**src/hdl/linear_segment_interpolator_3d_top_assert.svh**
```systemverilog
// ----------------------------------------------------------------------------
// Assertion macros for the linear segment interpolator
// Clocked checks with an active-low asynchronous reset; empty in synthesis.
// ----------------------------------------------------------------------------
`ifndef LINEAR_SEGMENT_INTERPOLATOR_3D_TOP_ASSERT_SVH
`define LINEAR_SEGMENT_INTERPOLATOR_3D_TOP_ASSERT_SVH

`ifndef SYNTH
`define LSI_ASSERT(lbl, clk, rst_n, prop) \
  lbl: assert property (@(posedge clk) disable iff (!rst_n) (prop)) \
    else $error("lsi assertion failed");
`define LSI_ASSERT_IMPL(lbl, clk, rst_n, ante, cons) \
  lbl: assert property (@(posedge clk) disable iff (!rst_n) (ante) |-> (cons)) \
    else $error("lsi implication failed");
`else
`define LSI_ASSERT(lbl, clk, rst_n, prop)
`define LSI_ASSERT_IMPL(lbl, clk, rst_n, ante, cons)
`endif

`endif

```
**src/hdl/lsi_pkg.sv**
```systemverilog
// ----------------------------------------------------------------------------
// lsi_pkg
// Shared types and constants of the linear segment interpolator.
// ----------------------------------------------------------------------------
package lsi_pkg;

  localparam int COORD_W   = 24;
  localparam int DELTA_W   = 25;
  localparam int SQ_W      = 48;
  localparam int RAD_W     = 50;
  localparam int ROOT_W    = 25;
  localparam int REM_W     = ROOT_W + 2;
  localparam int DIV_NUM_W = 41;
  localparam int DIV_DEN_W = 30;
  localparam int TOTAL_W   = 16;
  localparam int INDEX_W   = 17;
  localparam int CFG_W     = 20;
  localparam int CFG_IDX_W = 2;
  localparam int FEED_W    = 20;
  localparam int IVL_W     = 10;
  localparam int MINL_W    = 16;
  localparam int CNT_W     = 5;

  localparam logic [9:0] MS_PER_S = 10'd1000;

  localparam logic [FEED_W-1:0] FEED_RST = 20'd25600;
  localparam logic [IVL_W-1:0]  IVL_RST  = 10'd10;
  localparam logic [MINL_W-1:0] MINL_RST = 16'd26;

  localparam logic OP_LOAD    = 1'b0;
  localparam logic OP_ADVANCE = 1'b1;

  localparam logic [CFG_IDX_W-1:0] REG_FEED_SPEED  = 2'd0;
  localparam logic [CFG_IDX_W-1:0] REG_INTERVAL_MS = 2'd1;
  localparam logic [CFG_IDX_W-1:0] REG_MIN_LENGTH  = 2'd2;

  localparam logic [CNT_W-1:0] SQUARE_LAST = 5'd3;
  localparam logic [CNT_W-1:0] SQRT_LAST   = 5'd24;

  typedef enum logic [3:0] {
    ST_IDLE,
    ST_SQUARE,
    ST_SQRT_INIT,
    ST_SQRT,
    ST_LEN_CHK,
    ST_RATE,
    ST_LEN_WAIT,
    ST_ADV_MUL,
    ST_PT_DIV,
    ST_PT_WAIT,
    ST_PT_OUT
  } lsi_state_e;

  typedef struct packed {
    logic             capture;
    logic             sq_step;
    logic [1:0]       sq_axis;
    logic             sqrt_init;
    logic             sqrt_step;
    logic             rate_calc;
    logic             commit_short;
    logic             commit_zero;
    logic             commit_len;
    logic             div_start;
    logic             div_len;
    logic             adv_mul;
    logic             out_load;
  } lsi_cmd_t;

  typedef struct packed {
    logic short_seg;
    logic rate_zero;
    logic div_busy;
    logic div_done;
    logic seg_active;
    logic out_free;
  } lsi_sts_t;

endpackage

```
**src/hdl/lsi_ctrl.sv**
```systemverilog
// ----------------------------------------------------------------------------
// lsi_ctrl
// Sequencer for segment load and point advance.
// ----------------------------------------------------------------------------
`include "linear_segment_interpolator_3d_top_assert.svh"

module lsi_ctrl import lsi_pkg::*; (
  input  logic     clk_i,
  input  logic     rst_ni,
  input  logic     in_valid_i,
  input  logic     operation_i,
  output logic     in_ready_o,
  input  lsi_sts_t sts_i,
  output lsi_cmd_t cmd_o
);

  lsi_state_e       state_q, state_d;
  logic [CNT_W-1:0] cnt_q, cnt_d;
  logic [5:0]       act;

  always_ff @(posedge clk_i or negedge rst_ni) begin
    if (!rst_ni) begin
      state_q <= ST_IDLE;
      cnt_q   <= '0;
    end else begin
      state_q <= state_d;
      cnt_q   <= cnt_d;
    end
  end

  always_comb begin
    state_d    = state_q;
    cnt_d      = cnt_q;
    cmd_o      = '0;
    in_ready_o = 1'b0;
    case (state_q)
      ST_IDLE: begin
        in_ready_o = 1'b1;
        if (in_valid_i) begin
          cmd_o.capture = 1'b1;
          cnt_d = '0;
          if (operation_i == OP_LOAD) begin
            state_d = ST_SQUARE;
          end else if (sts_i.seg_active) begin
            state_d = ST_ADV_MUL;
          end else begin
            state_d = ST_PT_OUT;
          end
        end
      end
      ST_SQUARE: begin
        cmd_o.sq_step = 1'b1;
        cmd_o.sq_axis = cnt_q[1:0];
        cnt_d = cnt_q + 1'b1;
        if (cnt_q == SQUARE_LAST) begin
          state_d = ST_SQRT_INIT;
        end
      end
      ST_SQRT_INIT: begin
        cmd_o.sqrt_init = 1'b1;
        cnt_d = '0;
        state_d = ST_SQRT;
      end
      ST_SQRT: begin
        cmd_o.sqrt_step = 1'b1;
        cnt_d = cnt_q + 1'b1;
        if (cnt_q == SQRT_LAST) begin
          state_d = ST_LEN_CHK;
        end
      end
      ST_LEN_CHK: begin
        if (sts_i.short_seg) begin
          cmd_o.commit_short = 1'b1;
          state_d = ST_IDLE;
        end else begin
          cmd_o.rate_calc = 1'b1;
          state_d = ST_RATE;
        end
      end
      ST_RATE: begin
        if (sts_i.rate_zero) begin
          cmd_o.commit_zero = 1'b1;
          state_d = ST_IDLE;
        end else if (!sts_i.div_busy) begin
          cmd_o.div_start = 1'b1;
          cmd_o.div_len   = 1'b1;
          state_d = ST_LEN_WAIT;
        end
      end
      ST_LEN_WAIT: begin
        if (sts_i.div_done) begin
          cmd_o.commit_len = 1'b1;
          state_d = ST_IDLE;
        end
      end
      ST_ADV_MUL: begin
        cmd_o.adv_mul = 1'b1;
        state_d = ST_PT_DIV;
      end
      ST_PT_DIV: begin
        if (!sts_i.div_busy) begin
          cmd_o.div_start = 1'b1;
          state_d = ST_PT_WAIT;
        end
      end
      ST_PT_WAIT: begin
        if (sts_i.div_done) begin
          state_d = ST_PT_OUT;
        end
      end
      ST_PT_OUT: begin
        if (sts_i.out_free) begin
          cmd_o.out_load = 1'b1;
          state_d = ST_IDLE;
        end
      end
      default: begin
        state_d = ST_IDLE;
      end
    endcase
  end

  assign act = {cmd_o.capture, cmd_o.sqrt_step, cmd_o.div_start, cmd_o.out_load,
                cmd_o.commit_len, cmd_o.commit_short};

  `LSI_ASSERT(a_one_action, clk_i, rst_ni, $onehot0(act))
  `LSI_ASSERT_IMPL(a_out_slot, clk_i, rst_ni, cmd_o.out_load, sts_i.out_free)
  `LSI_ASSERT_IMPL(a_div_idle, clk_i, rst_ni, cmd_o.div_start, !sts_i.div_busy)

endmodule

```
**config.mk**
```make
export PLATFORM = sky130hd
export DESIGN_NAME = lsi_ctrl
export DESIGN_NICKNAME = d
export VERILOG_FILES = /design/src/hdl/lsi_pkg.sv /design/src/hdl/lsi_ctrl.sv
export VERILOG_INCLUDE_DIRS = /design/src /design/src/hdl
export SDC_FILE = /design/constraint.sdc
export NUM_CORES = 1
export LEC_CHECK = 0
export BUFFER_PORTS_ARGS = -buffer_cell sky130_fd_sc_hd__buf_2
export CAP_MARGIN = 20
export CORE_UTILIZATION = 53
export CTS_BUF_LIST = sky130_fd_sc_hd__clkbuf_16
export DETAILED_ROUTE_END_ITERATION = 12
export PLACE_DENSITY = 0.87
export SYNTH_ARGS = -nofsm -noshare
export SYNTH_HDL_FRONTEND = slang
export SYNTH_SLANG_ARGS = --single-unit
```
**constraint.sdc**
```tcl
create_clock -name clk_i -period 3.1 [get_ports clk_i]
set_input_delay 0.62 -clock clk_i [delete_from_list [all_inputs] [get_ports clk_i]]
set_output_delay 0.62 -clock clk_i [all_outputs]
set_load 0.02 [all_outputs]
```
==> results of run 1 <==
## registers in the layout, indices dropped and copies added (netlist names)
name / flops
state_q: 4
cnt_q: 5
## per-stage QoR
step / setup WS (ns) / power, W / cell area [µm²]
after floorplan: 0.651 / 0.000609 / 817
after global placement: 1.05 / 0.000687 / 922
after detailed placement: 1.01 / 0.000702 / 922
after CTS: 0.757 / 0.000930 / 1000
after global routing: 0.557 / 0.00100 / 1000
final: 0.742 / 0.000924 / 1000
## logic make-up after synthesis
logic type,count (synthesis),synth area share [%]
muxes,4,5.51
buffers and inverters,10,5.05
adders and majority gates,2,3.06
xor gates and xnor gates,1,1.07
DFF,9,27.6
and+or+nand+nor,50,40.3
AOI/OAI and AO/OA,23,17.5
## critical path, delay by kind of cell (launching register included)
kind,cells,cell delay (ns)
AND/OR/NAND/NOR,3,0.62
flip-flops,1,0.69
buffers and inverters,1,0.19
## where the power goes
part           switching, W  total [W]  internal, W
logic              0.000215   0.000431     0.000217
clock network     0.0000524   0.000221     0.000168
registers          0.000120   0.000272     0.000152
## how the worst max path moves through the flow
stage / from / end / slack (ns) / depth (start not counted)
3_5_place_dp: state_q[0] / cmd_o[3] / 1.01 / 4
6_report: state_q[0] / cmd_o[3] / 0.74 / 4
3_3_place_gp: sts_i[4] / cmd_o[3] / 1.05 / 5
2_1_floorplan: state_q[1] / cmd_o[13] / 0.65 / 4
5_1_grt: state_q[0] / cmd_o[3] / 0.56 / 4
4_1_cts: state_q[0] / cmd_o[3] / 0.76 / 4
## routing by layer
| metal | up-vias | global-route usage [%] | routed length [µm] |
|---|---|---|---|
| li1 | 401 | - | - |
| met5 | - | 0 | 0 |
| met4 | 0 | 15.3 | 48 |
| met2 | 25 | 34.0 | 783 |
| met3 | 6 | 4.35 | 73 |
| met1 | 333 | 28.4 | 798 |
## cell usage in the layout, fill, tap and decap left out, types with 4 or more instances in the layout
cell type,instances
and2_1,4
nor4bb_1,4
nand2_1,5
mux2_2,4
o21ai_0,13
nor2_1,7
dfrtp_1,9
buf_2,24
nor2b_1,6
nor3b_1,4
## area by class of cell
class,count,area [µm²]
tap,15,18.8
timing repair buffer,24,120
inverter,2,7.51
fill,100,365
multi-input combinational,80,551
clock buffer,3,75.1
clock inverter,1,3.75
sequential,9,225
## synthesized netlist by cell type (2+ instances only)
library cell / number / area, µm²
a21oi_1: 2 / 10.0
and2_1: 4 / 25.0
and3_1: 3 / 18.8
and3b_1: 2 / 17.5
buf_2: 3 / 15.0
clkbuf_1: 5 / 18.8
dfrtp_1: 9 / 225
ha_1: 2 / 25.0
inv_1: 2 / 7.51
mux2_2: 4 / 45.0
nand2_1: 5 / 18.8
nand2b_1: 2 / 12.5
nand3_1: 2 / 10.0
nor2_1: 7 / 26.3
nor2b_1: 6 / 37.5
nor3_1: 3 / 15.0
nor3b_1: 4 / 30.0
nor4bb_1: 4 / 40.0
o21ai_0: 13 / 65.1
o21bai_1: 3 / 22.5
o31ai_1: 2 / 15.0
==> results_dict.tcl, run 1 <==
set metrics [dict create \
    drt_first_pass_iters 4 \
    post-route-util_pct 73.3 \
    fp-row-count 13 \
    clk_path_buf_depth 2 \
    status "complete, no violations" \
    path_class "flop to primary output" \
    seq_area_frac_synth_pct 27.6 \
    ant_nets 0 \
    fin_crit_sh_pct 76.1 \
    cts-resized-gates 0 \
    setup_tns_ns 0 \
    track_usage_pct 22.4 \
    tightest_slew_ns 0.582 \
    postCtsSetupBuffers 0 \
    finalNonFillerCells 134 \
    grt_max_degree 22 \
    endpoint_kind "primary output" \
    rr_worst_depth 4 \
    clk_pin_slew_ns 0.04 \
    cts_buffers 3 \
    fp.coreArea_um2 1370 \
    rsz0062_at_grt "no" \
    areaGrowthSynthToFinish_pct 22.5 \
    yosysWarningCount 0 \
    crit_chain "nor4bb_1 > nor2_1 > nor3_1 > buf_2" \
    drtIter0Drc 20 \
    reg2reg_from "state_q[0]" \
    dp_cells 130 \
    cts_tree "done" \
    netlist_area_um2 817 \
    whs_ns 0.229 \
    clock_skew_ns 0.00230 \
    grt_pass1_vias 587 \
    synth_edf_count 0 \
    vias 765 \
    synth_nets 111 \
    wirelength_mm 1.70 \
    crit-reg2reg-capture "state_q[1]" \
    synth-async-reset-ratio_pct 100 \
    synth-seq-cells 9 \
    clock-sinks 9 \
    timing.reg2reg.setup_slack_ns 1.18 \
    critPathMaxFanout 21 \
    cap_violations 0 \
    cp.arrival_ns 1.74 \
    ctsHtreeMaxLevel 1 \
    die-area_um2 1700 \
    synthFlopType "dfrtp_1" \
    grt_pass1_wl_mm 2.39 \
    powerDensity_nw_per_um2 923 \
    synthCells 99 \
    drc_errors 0 \
    crit_slowest_cell "dfrtp_1" \
    cpPeakStageDelay_ns 0.69 \
    maxSlewHeadroom_pct 61.2 \
    clk_latency_ns 0.23 \
    die-width_um 41.3 \
    dp_hpwl_mm 1.21 \
    ctsHoldBuffers 0 \
    drive_gt1_share_pct 29.4 \
    avgViaCountPerCell 5.71 \
    startpoint_type "flop" \
    ir_worst_vdd_v 0.000697 \
    hold_viol_final 0 \
    required_ns 2.48 \
    start_util_pct 59.8 \
    fmax_mhz 424 \
    nets 132 \
    final-setup-viol-count 0 \
    synth_area_per_cell_um2 8.25 \
    post-route-min-period_ns 2.36 \
    slew_viol_final 0 \
    antenna_found_initial 0 \
    ctsRootBufferMaster "clkbuf_16" \
    total_leakage_power_nw 0.476 \
    die_y_um 41.3 \
    io_buffers 24 \
    insertedDiodeCount 0 \
    gr-total-overflow 0 \
    wl_per_cell_um 12.7 \
    hp-class "input port to asynchronous set/reset pin" \
    ys_types 33 \
    io_pins 25 \
    gp_congestion 0.732 \
]
(Power assumes the default switching activity.)
==> run 2: changes to the inputs <==
Settings changed: CORE_UTILIZATION 53 to 50, PLACE_DENSITY 0.87 to 0.83.
Clock period 3.1 ns to 2.3 ns, I/O delays scaled along.
==> run 2 against run 1 <==
Non-clock buffer count grew 1. Worst setup slack lost 0.62 ns. Clock skew shrank 0.0017 ns. Critical path type unchanged. Largest power group unchanged.
==> results_dict.tcl, run 2 (same netlist as run 1, synthesis figures left out) <==
set metrics [dict create \
    powerDensity_nw_per_um2 1270 \
    drtIter0Drc 22 \
    die-width_um 42.4 \
    nets 133 \
    avgViaCountPerCell 5.89 \
    vias 801 \
    rr_worst_depth 4 \
    grt_pass1_wl_mm 3.11 \
    drc_errors 0 \
    ctsRootBufferMaster "clkbuf_16" \
    crit_slowest_cell "dfrtp_1" \
    status "complete, no violations" \
    regMostFlops "cnt_q" \
    ctsHtreeMaxLevel 1 \
    endpoint_kind "primary output" \
    antenna_found_initial 0 \
    cp.arrival_ns 1.71 \
    final.setup.worst_slack_ns 0.127 \
    post-route-min-period_ns 2.17 \
    power_frac_seq_pct 27.7 \
    layout_commonest_cell "buf_2" \
    cts_buffers 3 \
    io_pins 25 \
    cpPeakStageDelay_ns 0.59 \
    required_ns 1.84 \
    clk_pin_slew_ns 0.04 \
    cp_top_family "simple AND/OR/NAND/NOR gates" \
    power.switching_w 0.000547 \
    hp-class "input port to asynchronous set/reset pin" \
    fmax_mhz 460 \
    power.share.switching_pct 42.5 \
    ant_nets 0 \
    total_leakage_power_nw 0.477 \
    die-area_um2 1800 \
    fp-row-count 14 \
    postCtsSetupBuffers 0 \
    layout.cells.most_common_list "24 x buf_2, 13 x o21ai_0, 7 x nor2_1, 7 x dfrtp_1, 6 x nor2b_1" \
    fp.coreArea_um2 1520 \
    reg_top3 "cnt_q x5, state_q x4" \
    gp_congestion 0.803 \
    wirelength_mm 1.96 \
    drive_gt1_share_pct 32.5 \
    areaGrowthSynthToFinish_pct 24.0 \
    clk_path_buf_depth 2 \
    placedInstanceArea_um2 931 \
    crit-reg2reg-capture "state_q[0]" \
    largest_reg_flops 5 \
    startpoint_type "flop" \
    dp_hpwl_mm 1.26 \
    internal_power_w 0.000740 \
    cts_tree "done" \
    dp_worst_setup_slack_ns 0.419 \
    grt_max_degree 22 \
    slew_viol_final 0 \
    p_comb_share_pct 48.5 \
    crit_chain "nor4b_2 > and2_1 > buf_2" \
    gr-total-overflow 0 \
    drt_first_pass_iters 4 \
    insertedDiodeCount 0 \
    fin_crit_sh_pct 94.5 \
    tightest_slew_ns 0.658 \
    start_util_pct 53.6 \
    fin_area_um2 1010 \
    setup_tns_ns 0 \
    reg2reg_from "state_q[1]" \
    track_usage_pct 22.7 \
    path_buf_inv 1 \
    cap_violations 0 \
    critPathMaxFanout 21 \
    hold_viol_final 0 \
    p_clk_share_pct 23.7 \
    ctsHoldBuffers 0 \
    rsz0062_at_grt "no" \
    ir_worst_vdd_v 0.000980 \
    path_class "flop to primary output" \
    io_buffers 24 \
    grt_pass1_vias 673 \
    clk_latency_ns 0.23 \
    post-route-util_pct 66.5 \
    wl_per_cell_um 14.4 \
    maxSlewHeadroom_pct 55.8 \
    final-setup-viol-count 0 \
    clock_skew_ns 0.000565 \
    clock-sinks 9 \
    timing.reg2reg.setup_slack_ns 0.34 \
    die_y_um 42.4 \
]
-- run 2: changes by cell type in the layout (fill, tap and decap cells not counted), sizes merged --
cell    delta
inv        -1
clkinv     +1
buf        +1
-- run 2: how the worst max path moves through the flow --
stage / endpoint / slack [ns] / depth (start not counted) / from
final: cmd_o[11] / 0.13 / 3 / state_q[1]
after global placement: cmd_o[10] / 0.45 / 3 / state_q[1]
after floorplan: cmd_o[13] / 0.01 / 4 / state_q[1]
after CTS: cmd_o[10] / 0.17 / 3 / state_q[1]
after global routing: cmd_o[3] / 0.04 / 4 / state_q[3]
after detailed placement: cmd_o[10] / 0.42 / 3 / state_q[1]
-- run 2: area by class of cell --
type                       count  area (µm²)
clock buffer                   3        75.1
clock inverter                 1        5.00
fill                         131         510
inverter                       2        7.51
timing repair buffer          25         128
tap                           16        20.0
multi-input combinational     80         551
sequential                     9         228
-- run 2: metal layers --
layer	global-route usage (%)	wire length, µm	up-vias
met4	1.88	12	0
met1	31.4	882	370
li1	-	-	405
met2	36.9	969	24
met3	6.47	91	2
met5	0	0	-
-- run 2: power by group through the flow --
stage	clock network, W	logic (W)	registers [W]
5_1_grt	0.000318	0.000695	0.000379
6_report	0.000305	0.000625	0.000357
3_3_place_gp	0	0.000599	0.000340
2_1_floorplan	0	0.000582	0.000239
4_1_cts	0.000307	0.000626	0.000349
3_5_place_dp	0	0.000614	0.000347
-- run 2: through the flow --
stage	hold slack (ns)	power (W)	std cells
final	0.0706	0.00129	136
after global routing	0.0817	0.00139	136
after CTS	0.0793	0.00128	136
after detailed placement	0.319	0.000961	132
after global placement	0.320	0.000938	132
after floorplan	0.164	0.000821	99
-- run 2: timing repair --
item	4_1_cts	5_1_grt
hold endpoints to repair	0	0
gates resized for setup	0	2
setup endpoints to repair	0	1
